**config.mk**
```make
export PLATFORM = sky130hd
export DESIGN_NAME = directional_nearest_entry_search_top
export DESIGN_NICKNAME = d
export VERILOG_FILES = /design/src/rtl/dnes_pkg.sv /design/src/rtl/dnes_entry_mem.sv /design/src/rtl/dnes_divmod.sv /design/src/rtl/dnes_dist_pipe.sv /design/src/rtl/directional_nearest_entry_search_top.sv
export SDC_FILE = /design/constraint.sdc
export NUM_CORES = 1
export LEC_CHECK = 0
export ABC_AREA = 1
export BUFFER_PORTS_ARGS = -buffer_cell sky130_fd_sc_hd__buf_2
export CAP_MARGIN = 20
export CORE_ASPECT_RATIO = 0.6
export CORE_MARGIN = 10
export CORE_UTILIZATION = 57
export CTS_BUF_LIST = sky130_fd_sc_hd__clkbuf_4 sky130_fd_sc_hd__clkbuf_8 sky130_fd_sc_hd__clkbuf_16
export CTS_CLUSTER_SIZE = 24
export DETAILED_ROUTE_END_ITERATION = 7
export HOLD_SLACK_MARGIN = 0.06
export PLACE_DENSITY = 0.88
export SETUP_SLACK_MARGIN = 0.3
export SYNTH_ARGS = -nofsm -noshare
export SYNTH_HDL_FRONTEND = slang
export SYNTH_SLANG_ARGS = --single-unit
```
**constraint.sdc**
```tcl
create_clock -name clk -period 5.9 [get_ports clk]
set_input_delay 0.885 -clock clk [delete_from_list [all_inputs] [get_ports clk]]
set_output_delay 0.885 -clock clk [all_outputs]
set_load 0.03 [all_outputs]
```
**src/rtl/dnes_pkg.sv**
```systemverilog
`default_nettype none

package dnes_pkg;

  localparam int CELL_W     = 9;
  localparam int COORD_W    = 8;
  localparam int MAPW_W     = 6;
  localparam int DIST_W     = 18;
  localparam int DIV_STAGES = 3;
  localparam int DIV_STEP   = 3;

  localparam logic [1:0] REQ_INSERT = 2'd0;
  localparam logic [1:0] REQ_REMOVE = 2'd1;
  localparam logic [1:0] REQ_QUERY  = 2'd2;

  localparam logic [2:0] HEAD_ANY   = 3'd0;
  localparam logic [2:0] HEAD_UP    = 3'd1;
  localparam logic [2:0] HEAD_DOWN  = 3'd2;
  localparam logic [2:0] HEAD_LEFT  = 3'd3;
  localparam logic [2:0] HEAD_RIGHT = 3'd4;

  localparam logic [1:0] CFG_X_OFFSET  = 2'd0;
  localparam logic [1:0] CFG_Y_OFFSET  = 2'd1;
  localparam logic [1:0] CFG_MAP_WIDTH = 2'd2;

  typedef struct packed {
    logic              vld;
    logic              last;
    logic [CELL_W-1:0] entry;
  } tag_t;

  typedef struct packed {
    logic              vld;
    logic              last;
    logic              ok;
    logic [CELL_W-1:0] entry;
    logic [DIST_W-1:0] sq_dist;
  } hit_t;

endpackage

`default_nettype wire

```
**src/rtl/dnes_entry_mem.sv**
```systemverilog
`default_nettype none

module dnes_entry_mem
  import dnes_pkg::*;
#(
  parameter int DEPTH = 32,
  parameter int AW    = 5
) (
  input  wire logic              clk,
  input  wire logic              we,
  input  wire logic [AW-1:0]     waddr,
  input  wire logic [CELL_W-1:0] wdata,
  input  wire logic              re,
  input  wire logic [AW-1:0]     raddr,
  output      logic [CELL_W-1:0] rdata
);

  logic [CELL_W-1:0] mem_r [DEPTH];
  logic [CELL_W-1:0] rdata_r;

  always_ff @(posedge clk) begin
    if (we) begin
      mem_r[waddr] <= wdata;
    end
  end

  always_ff @(posedge clk) begin
    if (re) begin
      rdata_r <= mem_r[raddr];
    end
  end

  assign rdata = rdata_r;

endmodule

`default_nettype wire

```
**src/rtl/dnes_divmod.sv**
```systemverilog
`default_nettype none

module dnes_divmod
  import dnes_pkg::*;
(
  input  wire logic              clk,
  input  wire logic              rst_n,
  input  wire tag_t              in_tag,
  input  wire logic [MAPW_W-1:0] divisor,
  output      tag_t              out_tag,
  output      logic [CELL_W-1:0] out_quot,
  output      logic [MAPW_W-1:0] out_rem
);

  tag_t              tag_q [DIV_STAGES];
  logic [MAPW_W-1:0] rem_q [DIV_STAGES];
  logic [CELL_W-1:0] num_q [DIV_STAGES];

  for (genvar s = 0; s < DIV_STAGES; s++) begin : g_stage
    tag_t              tag_src;
    logic [MAPW_W-1:0] rem_src;
    logic [CELL_W-1:0] num_src;
    logic [MAPW_W-1:0] rem_c;
    logic [CELL_W-1:0] num_c;
    logic [MAPW_W:0]   trial;

    if (s == 0) begin : g_first
      assign tag_src = in_tag;
      assign rem_src = '0;
      assign num_src = in_tag.entry;
    end else begin : g_next
      assign tag_src = tag_q[s-1];
      assign rem_src = rem_q[s-1];
      assign num_src = num_q[s-1];
    end

    // restoring division, quotient bits shift in from the bottom
    always_comb begin
      rem_c = rem_src;
      num_c = num_src;
      trial = '0;
      for (int b = 0; b < DIV_STEP; b++) begin
        trial = {rem_c, num_c[CELL_W-1]};
        if (trial >= {1'b0, divisor}) begin
          trial = trial - {1'b0, divisor};
          num_c = {num_c[CELL_W-2:0], 1'b1};
        end else begin
          num_c = {num_c[CELL_W-2:0], 1'b0};
        end
        rem_c = trial[MAPW_W-1:0];
      end
    end

    always_ff @(posedge clk) begin
      if (!rst_n) begin
        tag_q[s] <= '0;
      end else begin
        tag_q[s] <= tag_src;
      end
    end

    always_ff @(posedge clk) begin
      rem_q[s] <= rem_c;
      num_q[s] <= num_c;
    end
  end

  assign out_tag  = tag_q[DIV_STAGES-1];
  assign out_quot = num_q[DIV_STAGES-1];
  assign out_rem  = rem_q[DIV_STAGES-1];

endmodule

`default_nettype wire

```
**src/rtl/dnes_dist_pipe.sv**
```systemverilog
`default_nettype none

module dnes_dist_pipe
  import dnes_pkg::*;
#(
  parameter int TILE_W   = 4,
  parameter int TILE_H   = 16,
  parameter int PX_PER_B = 8
) (
  input  wire logic               clk,
  input  wire logic               rst_n,
  input  wire tag_t               in_tag,
  input  wire logic [COORD_W-1:0] x_offset,
  input  wire logic [COORD_W-1:0] y_offset,
  input  wire logic [MAPW_W-1:0]  map_width,
  input  wire logic [COORD_W-1:0] origin_x,
  input  wire logic [COORD_W-1:0] origin_y_px,
  input  wire logic [2:0]         heading,
  output      hit_t               hit
);

  // exact for 8-bit dividends: error below 1/256, fraction gap at least 1/16
  localparam int RECIP  = (65536 + PX_PER_B - 1) / PX_PER_B;
  localparam int PROD_W = COORD_W + 17;

  logic [MAPW_W-1:0] divisor;
  tag_t              div_tag;
  logic [CELL_W-1:0] div_quot;
  logic [MAPW_W-1:0] div_rem;

  assign divisor = (map_width == '0) ? MAPW_W'(1) : map_width;

  dnes_divmod u_divmod (
    .clk     (clk),
    .rst_n   (rst_n),
    .in_tag  (in_tag),
    .divisor (divisor),
    .out_tag (div_tag),
    .out_quot(div_quot),
    .out_rem (div_rem)
  );

  // stage 1: column and row to screen x and pixel y
  tag_t               c1_tag_r;
  logic [COORD_W-1:0] c1_x_r;
  logic [COORD_W-1:0] c1_ypx_r;
  logic [15:0]        col_scaled;
  logic [15:0]        row_scaled;

  assign col_scaled = 16'(div_rem) * 16'(TILE_W);
  assign row_scaled = 16'(div_quot) * 16'(TILE_H);

  // stage 2: pixel y to byte rows
  tag_t               c2_tag_r;
  logic [COORD_W-1:0] c2_x_r;
  logic [COORD_W-1:0] c2_y_r;
  logic [COORD_W-1:0] oy_r;
  logic [PROD_W-1:0]  y_prod;
  logic [PROD_W-1:0]  oy_prod;

  assign y_prod  = PROD_W'(c1_ypx_r) * PROD_W'(RECIP);
  assign oy_prod = PROD_W'(origin_y_px) * PROD_W'(RECIP);

  // stage 3: direction filter and deltas
  tag_t               c3_tag_r;
  logic               c3_ok_r;
  logic [COORD_W-1:0] c3_dx_r;
  logic [COORD_W-1:0] c3_dy_r;
  logic               ok_c;
  logic [COORD_W-1:0] dx_c;
  logic [COORD_W-1:0] dy_c;

  always_comb begin
    unique case (heading)
      HEAD_ANY:   ok_c = 1'b1;
      HEAD_UP:    ok_c = c2_y_r < oy_r;
      HEAD_DOWN:  ok_c = c2_y_r > oy_r;
      HEAD_LEFT:  ok_c = c2_x_r < origin_x;
      HEAD_RIGHT: ok_c = c2_x_r > origin_x;
      default:    ok_c = 1'b0;
    endcase
    dx_c = (origin_x > c2_x_r) ? (origin_x - c2_x_r) : (c2_x_r - origin_x);
    dy_c = (oy_r > c2_y_r) ? (oy_r - c2_y_r) : (c2_y_r - oy_r);
  end

  // stage 4: squared distance
  hit_t              c4_hit_r;
  logic [DIST_W-1:0] dist_c;

  assign dist_c = DIST_W'(c3_dx_r) * DIST_W'(c3_dx_r) + DIST_W'(c3_dy_r) * DIST_W'(c3_dy_r);

  always_ff @(posedge clk) begin
    if (!rst_n) begin
      c1_tag_r     <= '0;
      c2_tag_r     <= '0;
      c3_tag_r     <= '0;
      c4_hit_r.vld <= 1'b0;
    end else begin
      c1_tag_r     <= div_tag;
      c2_tag_r     <= c1_tag_r;
      c3_tag_r     <= c2_tag_r;
      c4_hit_r.vld <= c3_tag_r.vld;
    end
    c1_x_r           <= x_offset + col_scaled[COORD_W-1:0];
    c1_ypx_r         <= y_offset + row_scaled[COORD_W-1:0];
    c2_x_r           <= c1_x_r;
    c2_y_r           <= y_prod[16 +: COORD_W];
    oy_r             <= oy_prod[16 +: COORD_W];
    c3_ok_r          <= ok_c;
    c3_dx_r          <= dx_c;
    c3_dy_r          <= dy_c;
    c4_hit_r.last    <= c3_tag_r.last;
    c4_hit_r.ok      <= c3_ok_r;
    c4_hit_r.entry   <= c3_tag_r.entry;
    c4_hit_r.sq_dist <= dist_c;
  end

  assign hit = c4_hit_r;

endmodule

`default_nettype wire

```
**src/rtl/directional_nearest_entry_search_top.sv**
```systemverilog
`default_nettype none

// insert and unknown requests: the request is captured, then the execute state raises the registered result strobe
// remove: the table is scanned for the cell; on a match the later entries are shifted down one slot
// query: one read per cycle into a 7-stage pipeline; an empty table answers straight from the execute state
// one request at a time; busy drops in the cycle the result strobe shows
// results are never held off, each strobe lasts exactly one cycle
// synchronous reset clears count and config; table contents stay undefined until written
module directional_nearest_entry_search_top
  import dnes_pkg::*;
#(
  parameter int MAX_ENTRIES = 32,
  parameter int TILE_W      = 4,
  parameter int TILE_H      = 16,
  parameter int PX_PER_B    = 8
) (
  input  wire logic               clk,
  input  wire logic               rst_n,
  input  wire logic               start,
  output      logic               busy,
  input  wire logic [1:0]         in_req_type,
  input  wire logic [CELL_W-1:0]  in_cell_index,
  input  wire logic [COORD_W-1:0] in_origin_x,
  input  wire logic [COORD_W-1:0] in_origin_y_px,
  input  wire logic [2:0]         in_heading,
  output      logic               out_strobe,
  output      logic               out_found,
  output      logic [CELL_W-1:0]  out_nearest_cell,
  output      logic               out_table_full,
  output      logic [5:0]         out_entry_count,
  input  wire logic               cfg_we,
  input  wire logic [1:0]         cfg_index,
  input  wire logic [7:0]         cfg_wdata
);

  localparam int CW = $clog2(MAX_ENTRIES + 1);
  localparam int AW = (MAX_ENTRIES > 1) ? $clog2(MAX_ENTRIES) : 1;
  localparam logic [CW-1:0] MAX_CNT = CW'(MAX_ENTRIES);

  typedef enum logic [2:0] {
    ST_IDLE,
    ST_EXEC,
    ST_RM_SCAN,
    ST_RM_SHIFT,
    ST_QUERY
  } state_t;

  state_t             state_r;
  logic [COORD_W-1:0] x_offset_r;
  logic [COORD_W-1:0] y_offset_r;
  logic [MAPW_W-1:0]  map_width_r;

  logic [1:0]         req_r;
  logic [CELL_W-1:0]  cell_r;
  logic [COORD_W-1:0] ox_r;
  logic [COORD_W-1:0] oy_px_r;
  logic [2:0]         head_r;

  logic [CW-1:0]      count_r;
  logic [CW-1:0]      ptr_r;
  logic               pend_r;
  logic [AW-1:0]      pend_idx_r;
  logic               pend_last_r;

  logic               found_r;
  logic [CELL_W-1:0]  near_r;
  logic [DIST_W-1:0]  best_r;

  logic               out_strobe_r;
  logic               out_found_r;
  logic [CELL_W-1:0]  out_near_r;
  logic               out_full_r;
  logic [5:0]         out_count_r;

  logic               issue;
  logic               mem_we;
  logic [AW-1:0]      mem_waddr;
  logic [CELL_W-1:0]  mem_wdata;
  logic [CELL_W-1:0]  mem_rdata;
  tag_t               pipe_tag;
  hit_t               hit;
  logic               take;
  logic               found_nxt;
  logic [CELL_W-1:0]  near_nxt;
  logic [DIST_W-1:0]  best_nxt;

  assign busy = (state_r != ST_IDLE);

  assign issue = ((state_r == ST_RM_SCAN) || (state_r == ST_RM_SHIFT) ||
                  (state_r == ST_QUERY)) && (ptr_r < count_r);

  always_comb begin
    mem_we    = 1'b0;
    mem_waddr = pend_idx_r - AW'(1);
    mem_wdata = mem_rdata;
    if (state_r == ST_EXEC) begin
      mem_we    = (req_r == REQ_INSERT) && (count_r < MAX_CNT);
      mem_waddr = count_r[AW-1:0];
      mem_wdata = cell_r;
    end else if (state_r == ST_RM_SHIFT) begin
      mem_we = pend_r;
    end
  end

  dnes_entry_mem #(
    .DEPTH(MAX_ENTRIES),
    .AW   (AW)
  ) u_entry_mem (
    .clk  (clk),
    .we   (mem_we),
    .waddr(mem_waddr),
    .wdata(mem_wdata),
    .re   (issue),
    .raddr(ptr_r[AW-1:0]),
    .rdata(mem_rdata)
  );

  assign pipe_tag.vld   = pend_r && (state_r == ST_QUERY);
  assign pipe_tag.last  = pend_last_r;
  assign pipe_tag.entry = mem_rdata;

  dnes_dist_pipe #(
    .TILE_W  (TILE_W),
    .TILE_H  (TILE_H),
    .PX_PER_B(PX_PER_B)
  ) u_dist_pipe (
    .clk        (clk),
    .rst_n      (rst_n),
    .in_tag     (pipe_tag),
    .x_offset   (x_offset_r),
    .y_offset   (y_offset_r),
    .map_width  (map_width_r),
    .origin_x   (ox_r),
    .origin_y_px(oy_px_r),
    .heading    (head_r),
    .hit        (hit)
  );

  // earlier entry wins a tie
  assign take      = hit.vld && hit.ok && (!found_r || (hit.sq_dist < best_r));
  assign found_nxt = found_r || take;
  assign near_nxt  = take ? hit.entry : near_r;
  assign best_nxt  = take ? hit.sq_dist : best_r;

  always_ff @(posedge clk) begin
    if (!rst_n) begin
      x_offset_r  <= '0;
      y_offset_r  <= '0;
      map_width_r <= MAPW_W'(1);
    end else if (cfg_we) begin
      case (cfg_index)
        CFG_X_OFFSET:  x_offset_r  <= cfg_wdata;
        CFG_Y_OFFSET:  y_offset_r  <= cfg_wdata;
        CFG_MAP_WIDTH: map_width_r <= cfg_wdata[MAPW_W-1:0];
        default: ;
      endcase
    end
  end

  always_ff @(posedge clk) begin
    if (!rst_n) begin
      state_r      <= ST_IDLE;
      count_r      <= '0;
      ptr_r        <= '0;
      pend_r       <= 1'b0;
      found_r      <= 1'b0;
      out_strobe_r <= 1'b0;
    end else begin
      out_strobe_r <= 1'b0;
      unique case (state_r)
        ST_IDLE: begin
          if (start) begin
            req_r   <= in_req_type;
            cell_r  <= in_cell_index;
            ox_r    <= in_origin_x;
            oy_px_r <= in_origin_y_px;
            head_r  <= in_heading;
            state_r <= ST_EXEC;
          end
        end
        ST_EXEC: begin
          ptr_r       <= '0;
          pend_r      <= 1'b0;
          found_r     <= 1'b0;
          near_r      <= '0;
          best_r      <= '0;
          out_found_r <= 1'b0;
          out_near_r  <= '0;
          out_full_r  <= 1'b0;
          out_count_r <= 6'(count_r);
          unique case (req_r)
            REQ_INSERT: begin
              if (count_r < MAX_CNT) begin
                count_r     <= count_r + CW'(1);
                out_count_r <= 6'(count_r + CW'(1));
              end else begin
                out_full_r <= 1'b1;
              end
              out_strobe_r <= 1'b1;
              state_r      <= ST_IDLE;
            end
            REQ_REMOVE: begin
              state_r <= ST_RM_SCAN;
            end
            REQ_QUERY: begin
              if (count_r == '0) begin
                out_strobe_r <= 1'b1;
                state_r      <= ST_IDLE;
              end else begin
                state_r <= ST_QUERY;
              end
            end
            default: begin
              out_strobe_r <= 1'b1;
              state_r      <= ST_IDLE;
            end
          endcase
        end
        ST_RM_SCAN: begin
          if (issue) begin
            ptr_r <= ptr_r + CW'(1);
          end
          pend_r     <= issue;
          pend_idx_r <= ptr_r[AW-1:0];
          if (pend_r && (mem_rdata == cell_r)) begin
            state_r <= ST_RM_SHIFT;
          end else if (!pend_r && !issue) begin
            out_found_r  <= 1'b0;
            out_count_r  <= 6'(count_r);
            out_strobe_r <= 1'b1;
            state_r      <= ST_IDLE;
          end
        end
        ST_RM_SHIFT: begin
          // each read entry moves down one slot
          if (issue) begin
            ptr_r <= ptr_r + CW'(1);
          end
          pend_r     <= issue;
          pend_idx_r <= ptr_r[AW-1:0];
          if (!pend_r && !issue) begin
            count_r      <= count_r - CW'(1);
            out_found_r  <= 1'b1;
            out_count_r  <= 6'(count_r - CW'(1));
            out_strobe_r <= 1'b1;
            state_r      <= ST_IDLE;
          end
        end
        ST_QUERY: begin
          if (issue) begin
            ptr_r <= ptr_r + CW'(1);
          end
          pend_r      <= issue;
          pend_last_r <= (ptr_r + CW'(1)) == count_r;
          found_r     <= found_nxt;
          near_r      <= near_nxt;
          best_r      <= best_nxt;
          if (hit.vld && hit.last) begin
            out_found_r  <= found_nxt;
            out_near_r   <= near_nxt;
            out_count_r  <= 6'(count_r);
            out_strobe_r <= 1'b1;
            state_r      <= ST_IDLE;
          end
        end
        default: begin
          state_r <= ST_IDLE;
        end
      endcase
    end
  end

  assign out_strobe       = out_strobe_r;
  assign out_found        = out_found_r;
  assign out_nearest_cell = out_near_r;
  assign out_table_full   = out_full_r;
  assign out_entry_count  = out_count_r;

endmodule

`default_nettype wire

```
=== Word level (Yosys, flattened, before mapping) ===
Memories as Yosys holds them, arrays and structs flattened. A register that Yosys moved wholly into a read port is not among the register bits.
Cells that the tools add are included.

* Word-level logic and storage cells: 222
* RAM bits: 366
* Output and inout bits: 19
* Bits in registers: 223
* Memories kept: 4
* Input port bits: 44

{| class="wikitable"
|+ Memories
! memory !! depth !! bits a word !! read ports !! clocked after memory_dff !! write ports !! RTL line !! RTL
|-
| u_entry_mem.mem_r || 32 || 9 || 1 || 1 || 1 || dnes_entry_mem.sv:18 || <nowiki>logic [CELL_W-1:0] mem_r [DEPTH];</nowiki>
|-
| u_dist_pipe.u_divmod.tag_q || 3 || 11 || 3 || 1 || 3 || dnes_divmod.sv:15 || <nowiki>tag_t tag_q [DIV_STAGES];</nowiki>
|-
| u_dist_pipe.u_divmod.num_q || 3 || 9 || 3 || 0 || 3 || dnes_divmod.sv:17 || <nowiki>logic [CELL_W-1:0] num_q [DIV_STAGES];</nowiki>
|-
| u_dist_pipe.u_divmod.rem_q || 3 || 6 || 3 || 0 || 3 || dnes_divmod.sv:16 || <nowiki>logic [MAPW_W-1:0] rem_q [DIV_STAGES];</nowiki>
|}

* Reductions and logical operators: 43
* Order comparisons: 18
* Add/subtract/negate cells: 20
* Muxes and demuxes: 70
* Multiply operators: 2
* Bitwise operators: 3
* Eq/ne operators: 21

{| class="wikitable"
|+ Operators with widths
! cell !! count
|-
| $mux 6 || 17
|-
| $ge 7x6->1 || 8
|-
| $sub 6x6->6 || 8
|-
| $pmux 18 s2 || 1
|-
| $pmux 9 s2 || 2
|-
| $mux 11 || 3
|-
| $mul 8x8->16 || 2
|-
| $mux 9 || 3
|-
| $mux 1 || 24
|-
| $pmux 6 s2 || 2
|-
| $pmux 6 s4 || 1
|-
| $reduce_and 2->1 || 10
|-
| $lt 18x18->1 || 1
|-
| $mux 18 || 1
|-
| $add 16x16->17 || 1
|-
| $add 8x8->8 || 2
|-
| $gt 8x8->1 || 2
|-
| $mux 8 || 2
|-
| $sub 8x8->8 || 2
|-
| $mux 3 || 5
|-
| $pmux 3 s5 || 1
|-
| $add 6x1->6 const B || 2
|-
| $eq 3x2->1 const B || 4
|-
| $logic_not 6->1 || 2
|-
| other kinds (36) || 71
|}

=== Depth between registers and ports, before layout ===
Gate-level depths: netlist of run 1.

* Depth in word-level cells: 9
* Mapped depth: 32
* Depth with buffers taken out: 32

=== Modules after synthesis ===
Synthesis of run 1 repeated with hierarchy kept, for this count alone.

* Cell total of the unflattened synthesis: 3262
* Area total of the unflattened synthesis: 30406.7 um2

{| class="wikitable"
|+ By module, submodules not included
! module !! cells each !! area each (um2) !! seq. area each (um2) !! times used
|-
| dnes_entry_mem || 1029 || 12065.3 || 8918.6 || 1
|-
| dnes_dist_pipe || 955 || 7777.5 || 2162.1 || 1
|-
| directional_nearest_entry_search_top || 666 || 5885.6 || 3203.1 || 1
|-
| dnes_divmod || 612 || 4678.2 || 1561.5 || 1
|}

=== Worst setup path before layout of run 1 ===
OpenSTA, ideal clock, no wires.

* Path kind: reg-to-reg
* Start: register u_dist_pipe.c3_dy_r[6]
* End: register u_dist_pipe.c4_hit_r, in the netlist u_dist_pipe.hit[13]
* Period minus slack after synthesis: 5.558 ns
* Stages on the path, launching flop included: 21
* Buffers on the path: 2
* Library setup time: 0.120 ns
* Arrival time: 5.438 ns
* Required time: 5.780 ns
* Slack: 0.342 ns
* Cells stage by stage: dfxtp_1 -> clkbuf_1 -> nand2_1 -> fa_1 -> inv_1 -> fa_1 -> fa_1 -> fa_1 -> inv_1 -> fa_1 -> fa_1 -> inv_1 -> ha_1 -> clkbuf_1 -> a21oi_1 -> o21ai_0 -> a21oi_1 -> nor2_1 -> o21ai_0 -> nand2_1 -> xor2_1

* Longest elaborated chain between the ends: 2

{| class="wikitable"
|+ RTL lines
! item !! RTL line !! RTL
|-
| start: declaration || dnes_dist_pipe.sv:68 || <nowiki>logic [COORD_W-1:0] c3_dy_r;</nowiki>
|-
| start signal: assignment || dnes_dist_pipe.sv:111 || <nowiki>c3_dy_r <= dy_c;</nowiki>
|-
| $mul 8x8->16 || dnes_dist_pipe.sv:90 || <nowiki>assign dist_c = DIST_W'(c3_dx_r) * DIST_W'(c3_dx_r) + DIST_W'(c3_dy_r) * DIST_W'(c3_dy_r);</nowiki>
|-
| $add 16x16->17 || dnes_dist_pipe.sv:90 ||
|-
| via u_dist_pipe.dist_c[13] || dnes_dist_pipe.sv:88 || <nowiki>logic [DIST_W-1:0] dist_c;</nowiki>
|-
| end: declaration || dnes_dist_pipe.sv:87 || <nowiki>hit_t c4_hit_r;</nowiki>
|}

The timed path passes the listed nets, and every way through them passes these cells.
A chain may end at the register's enable or synchronous reset.

=== Final worst setup path of run 1 ===
* Start: register u_dist_pipe.c3_dy_r[1]
* End: register u_dist_pipe.c4_hit_r, in the netlist u_dist_pipe.hit[12]

The elaborated chain is that of the path after synthesis.

==> results.json, run 1 <==
{
  "outcome": "finished, final reports clean",
  "rsz0062_at_grt": "true",
  "ios": 63,
  "worst_pin_slew_ps": 1130,
  "cap_violations": 0,
  "tns_ps": 0,
  "hold_viol": 0,
  "vias_per_cell": 5.85,
  "dieWidth_um": 311,
  "seq_area_frac_synth_pct": 53.2,
  "route.detailed.drc": 0,
  "root_buffer": "clkbuf_16",
  "cts_tree": "built",
  "synth_nets": 3202,
  "cp_max_fo": 6,
  "setup-violations-final": 0,
  "drtIter0Drc": 3292,
  "postRouteAntennaNets": 0,
  "cts_buffer_depth": 3,
  "hold_ws_ps": 327,
  "cts_hold_buf": 0,
  "slew_violations": 0,
  "n_antenna_cell": 0,
  "async_reset_ff_share_pct": 0,
  "synth.area.top_cells": "edfxtp_1, dfxtp_1, ha_1",
  "dr_total_vias": 21444,
  "slew_headroom_pct": 24.5,
  "grt_max_degree": 92,
  "crit_path_end_kind": "flop",
  "post_cts_buffers": 0,
  "cts_resized": 2,
  "synth_top_area_share_pct": 38.7,
  "antenna_found_initial": 2,
  "ys_types": 54,
  "fmax_mhz": 184,
  "htreeDepth": 2,
  "numCtsBuffers": 50,
  "final_util_pct": 63.8,
  "coreArea_mm2": 0.0498,
  "yosysWarnings": 0,
  "clock_skew_ps": 85.9,
  "required_ps": 6400,
  "portBuffers": 59,
  "die_h_um": 195,
  "layout-area-overhead-vs-synth_pct": 9.68,
  "clk_latency_ps": 640,
  "die_area_mm2": 0.0606,
  "synth_edf_count": 373,
  "grt_pass1_wl_um": 112000,
  "rows": 63,
  "overflow": 0,
  "routedWlPerCell_um": 19.3,
  "min_period_ps": 5450,
  "yosys.area.top_type": "edfxtp_1",
  "clkSlewWorstSetupHoldPaths_ps": 70,
  "worst_hold_path_type": "flop to flop",
  "place_congestion": 0.939,
  "netlist_area_mm2": 0.0290,
  "synthCells": 2901,
  "avgSynthCellArea_um2": 9.99,
  "fin_crit_sh_pct": 92.4,
  "nets": 3243,
  "dr.pass1.iters": 7,
  "post-dp-hpwl_um": 47500,
  "worstPathArrival_ps": 5950,
  "totalWireLength_um": 70800,
  "drive_gt1_share_pct": 8.78,
  "start_util_pct": 58.2,
  "ys.flop_type": "edfxtp_1",
  "grtUsageTotal_pct": 22.6,
  "clock-sinks": 583,
  "grt_pass1_vias": 20949,
  "synth_seq_cells": 583,
  "start_kind": "flop",
  "crit_type": "flop to flop"
}
==> cells by family (layout without fill, tap and decap cells) <==
family	after synthesis	after routing	share of synthesized area (%)
multiplexers	5	5	0.186
buffers and inverters	526	609	6.95
adder cells (fa/ha/maj)	257	257	13.4
flip-flops	583	583	53.2
XOR/XNOR	79	79	2.39
AND/OR/NAND/NOR	957	957	14.0
AO/OA/AOI/OAI	494	494	10.0
==> final timing paths <==
kind | from | end | slack (ps) | cells after the start
setup / recovery | u_dist_pipe.c3_dy_r[1] | u_dist_pipe.hit[12] | 450 | 19
hold / removal | u_dist_pipe.c1_ypx_r[7] | u_dist_pipe.c2_y_r[4] | 330 | 0
setup reg to reg | u_dist_pipe.c3_dy_r[1] | u_dist_pipe.hit[12] | 450 | 19
hold reg to reg | u_dist_pipe.c1_ypx_r[7] | u_dist_pipe.c2_y_r[4] | 330 | 0
==> layer usage <==
| layer | up-vias | track usage [%] | part of all wire [%] |
|---|---|---|---|
| li1 | 9774 | - | - |
| met4 | 2 | 7.24 | 2.9 |
| met5 | - | 0 | 0.0099 |
| met1 | 10111 | 32.3 | 42 |
| met3 | 183 | 5.94 | 13 |
| met2 | 1374 | 33.2 | 43 |
==> stage by stage <==
step                      cell area [um2]  cells  setup slack, ps
after floorplan                     29000   2901              342
after global placement              29900   3568              296
after detailed placement            30000   3569              223
after CTS                           31700   3663              311
after global routing                31800   3666              231
final                               31800   3666              451
==> Yosys cell counts (5+ instances only) <==
cell,count
a21o_1,13
a21oi_1,99
a31oi_1,12
buf_2,20
clkbuf_1,74
clkinv_1,5
dfxtp_1,210
edfxtp_1,373
fa_1,87
ha_1,170
inv_1,416
inv_2,6
nand2_1,432
nand2_2,7
nand3_1,114
nand3_2,5
nand3_4,6
nand4_1,27
nor2_1,323
nor2_2,8
nor3_1,16
o211ai_1,6
o21a_1,11
o21ai_0,234
o21ai_1,11
o21bai_1,9
o221ai_1,49
o22ai_1,26
or2_2,6
xnor2_1,21
xor2_1,58
==> area by class of cell <==
type	instances	area, um2
clock buffers	66	1430
clock inverters	28	303
multi-input cells	1792	11600
repair buffers	88	556
inverters	427	1610
well taps	682	853
flip-flops and latches	583	15400
fillers	3573	18000
==> worst max-delay path: stages, from the launching register on <==
cell,delay (ps)
dfxtp_2,370
nand2_1,130
inv_1,140
fa_1,560
inv_1,50
fa_1,500
inv_1,60
fa_1,480
fa_1,530
fa_1,550
inv_1,50
fa_1,530
inv_1,40
ha_1,380
a21o_1,220
a31oi_2,240
o21ai_0,190
nand2_1,100
nand2_1,60
xor2_1,140
==> flip-flops by register name, indices dropped and copies added (netlist names), 8 cells and up <==
signal	cells
u_dist_pipe.u_divmod.tag_q	33
u_entry_mem.rdata	9
x_offset_r	8
u_dist_pipe.c2_tag_r	11
u_dist_pipe.hit	29
u_dist_pipe.c1_x_r	8
ox_r	8
u_dist_pipe.c3_dx_r	8
u_dist_pipe.c1_tag_r	11
u_dist_pipe.c2_x_r	8
u_dist_pipe.c3_tag_r	11
cell_r	9
out_nearest_cell	9
u_entry_mem.mem_r	288
u_dist_pipe.u_divmod.rem_q	18
u_dist_pipe.u_divmod.num_q	14
best_r	17
near_r	9
==> cell usage in the layout (no fill, tap or decap), types with 6 or more instances in the layout <==
cell type / instances
dfxtp_2: 7
o221ai_1: 49
o22ai_1: 26
o21a_1: 11
a31oi_1: 11
nand3_1: 114
o21ai_1: 13
inv_1: 416
buf_2: 59
fa_1: 86
a21oi_1: 96
edfxtp_1: 373
clkbuf_16: 51
o21ai_0: 225
nor3_1: 16
xnor2_1: 21
nand2_1: 429
clkbuf_8: 6
o21bai_1: 9
dfxtp_1: 200
a21o_1: 13
clkbuf_4: 9
nand4_1: 27
xor2_1: 58
o211ai_1: 6
nor2_2: 8
buf_4: 25
clkinv_2: 10
nor2_1: 323
o21ai_2: 11
nand2_2: 10
nand3_4: 6
ha_1: 169
or2_2: 6
clkinv_1: 8
Power of run 1 is left out: the tool's default activity adds up to more than one toggle a clock period on the data nets, which glitch-free logic cannot reach.
==> inputs of run 2 (changes only) <==
--- a/config.mk
+++ b/config.mk
@@ -5,7 +5,7 @@
 export SDC_FILE = /design/constraint.sdc
 export NUM_CORES = 1
 export LEC_CHECK = 0
-export ABC_AREA = 1
+export ABC_AREA = 0
 export BUFFER_PORTS_ARGS = -buffer_cell sky130_fd_sc_hd__buf_2
 export CAP_MARGIN = 20
 export CORE_ASPECT_RATIO = 0.6
@@ -16,6 +16,7 @@
 export DETAILED_ROUTE_END_ITERATION = 7
 export HOLD_SLACK_MARGIN = 0.06
 export PLACE_DENSITY = 0.88
+export RECOVER_POWER = 50
 export SETUP_SLACK_MARGIN = 0.3
 export SYNTH_ARGS = -nofsm -noshare
 export SYNTH_HDL_FRONTEND = slang
==> run 2 against run 1 <==
  * The run now ends with max-capacitance violations, max-slew violations left
  * Die area decreased by 2.8%
  * Non-clock buffer count rose by 67
  * Critical path type unchanged
  * Synthesized area shrank 3.0%
  * Largest cell class unchanged
  * Design area increased by 0.22%
  * Fmax decreased by 5.5%
  * First-iteration DRC count down 32%
==> results.json, run 2 <==
{
  "outcome": "finished, violations left",
  "violations": "max-capacitance violations, max-slew violations",
  "post-dp-hpwl_um": 45700,
  "postRouteAntennaNets": 0,
  "r2r_setup_slack_ps": 140,
  "required_ps": 6370,
  "hold_depth": 0,
  "dr.pass1.iters": 6,
  "dieWidth_um": 307,
  "route.detailed.drc": 0,
  "synth_top_area_share_pct": 39.8,
  "critPathSlowestCell": "dfxtp_4",
  "final_common_cell": "edfxtp_1",
  "worst_hold_path_type": "flop to flop",
  "grtUsageTotal_pct": 22.5,
  "clk_latency_ps": 610,
  "numCtsBuffers": 51,
  "r2r_end": "u_dist_pipe.u_divmod.rem_q[0][11]",
  "nets": 2564,
  "ys.flop_type": "edfxtp_1",
  "ios": 63,
  "cap_violations": 8,
  "crit_type": "flop to flop",
  "vias_per_cell": 6.16,
  "slew_headroom_pct": -102,
  "dp.cells": 2798,
  "synth.most_common_cell": "edfxtp_1",
  "clkSlewWorstSetupHoldPaths_ps": 70,
  "die_area_mm2": 0.0589,
  "yosys.area.top_type": "edfxtp_1",
  "min_to": "u_dist_pipe.c2_x_r[3]",
  "cts_buffer_depth": 3,
  "synth.area.top_cells": "edfxtp_1, dfxtp_1, ha_1",
  "r2r-start": "map_width_r[4]",
  "coreArea_mm2": 0.0483,
  "netlist_area_mm2": 0.0281,
  "start_kind": "flop",
  "drive_gt1_share_pct": 17.9,
  "start_util_pct": 58.3,
  "worstPathArrival_ps": 6240,
  "min_from": "u_dist_pipe.c1_x_r[3]",
  "dr_total_vias": 18135,
  "routedWlPerCell_um": 24.0,
  "htreeDepth": 2,
  "place_congestion": 0.902,
  "worst_pin_slew_ps": 3020,
  "mostFrequentLayoutCells": "edfxtp_1, inv_1, dfxtp_1",
  "drtIter0Drc": 2231,
  "synth_commonest_cells": "edfxtp_1, inv_1, dfxtp_1",
  "slew_violations": 237,
  "synthCells": 2123,
  "antenna_found_initial": 5,
  "tns_ps": 0,
  "largest-register": "u_entry_mem.mem_r",
  "clock_skew_ps": 28.9,
  "fin_crit_sh_pct": 97.7,
  "grt_max_degree": 68,
  "rows": 62,
  "synth_nets": 2424,
  "grt_pass1_vias": 17823,
  "rsz0062_at_grt": "true",
  "portBuffers": 59,
  "totalWireLength_um": 70700,
  "grt_pass1_wl_um": 103000,
  "ys_types": 70,
  "layout-area-overhead-vs-synth_pct": 13.3,
  "synth_edf_count": 373,
  "reg2reg_depth": 28,
  "root_buffer": "clkbuf_16",
  "seq_area_frac_synth_pct": 54.8,
  "crit_path_frequent_cell": "o211ai_1",
  "cpPeakStageDelay_ps": 370,
  "clock-sinks": 583,
  "largest_reg_flops": 288,
  "crit_path_end_kind": "flop",
  "cp_max_fo": 6,
  "hold_viol": 0,
  "synth_seq_cells": 583,
  "cts_tree": "built",
  "overflow": 0,
  "setup-violations-final": 0,
  "avgSynthCellArea_um2": 13.2,
  "die_h_um": 192,
  "fin_cells": 2946,
  "yosysWarnings": 0,
  "async_reset_ff_share_pct": 0,
  "fmax_mhz": 173,
  "min_period_ps": 5760
}
-- run 2: changes by cell type in the layout (fill, tap and decap cells not counted), sizes merged, moves of 47 or more --
cell    delta
and2      +94
inv      -204
mux2i     +51
mux4      +90
nand2    -340
nand3    -106
nor2     -193
o21ai    -180
o221ai    -47
-- run 2: how the worst max path moves through the flow --
stage,slack (ps),startpoint,end,cells after the start
floorplan,300,map_width_r[1],u_dist_pipe.u_divmod.rem_q[0][13],26
global placement,230,map_width_r[5],u_dist_pipe.u_divmod.rem_q[0][13],26
detailed placement,-60,map_width_r[5],u_dist_pipe.u_divmod.rem_q[0][7],25
CTS,260,map_width_r[5],u_dist_pipe.u_divmod.rem_q[0][7],25
global route,-100,map_width_r[4],u_dist_pipe.u_divmod.rem_q[0][11],28
finish,140,map_width_r[4],u_dist_pipe.u_divmod.rem_q[0][11],28
-- run 2: cell families (layout without fill, tap and decap cells) --
logic type,count (synthesis),count (layout),share of synthesized area [%]
compound gates,275,275,6.33
xor+xnor,86,86,2.68
fa+ha+maj,257,257,13.8
buf+inv,286,467,3.89
flops,583,583,54.8
mux,173,173,10.4
other cells,0,2,0
simple gates,463,463,8.16
-- run 2: area by class of cell --
type | instances | area, um2
Fill cell | 3127 | 16400
Sequential cell | 583 | 15400
Timing Repair Buffer | 155 | 971
Tap cell | 640 | 801
Inverter | 218 | 822
Multi-Input combinational cell | 1254 | 12100
Clock inverter | 28 | 264
Clock buffer | 66 | 1470
Antenna cell | 2 | 5.00
-- run 2: stage by stage --
step	cell area (um2)	worst slack, ps	utilization [%]	hold slack [ps]
floorplan	28200	304	-	310
global placement	29400	230	60.8	310
detailed placement	29400	-56.7	60.8	312
CTS	31300	261	64.9	328
global route	31800	-99.3	66.0	332
finish	31900	136	66.0	328
-- run 2: critical path, delay by kind of cell, from the launching register on --
family / cells / cell delay [ps]
AOI/OAI and AO/OA: 11 / 2260
adders and majority gates: 3 / 660
buffers and inverters: 5 / 880
DFF: 1 / 370
muxes: 3 / 550
and+or+nand+nor: 6 / 900
-- run 2: per-layer routing --
metal  vias up  GRT usage [%]  wire (um)
li1       7845              -          -
met1      8993           31.4      28700
met2      1106           34.3      31800
met3       191           6.43       8070
met4         0           5.73       2100
met5         -              0          0
-- run 2: what timing repair did --
item	in CTS	in global routing
setup endpoints to repair	23	25
endpoints found under the hold margin	0	0
hold buffers	0	0
cloned	0	1
pin swaps	13	43
buffers inserted	13	31
resized for setup	40	76
Power of run 2 is left out for the same reason.
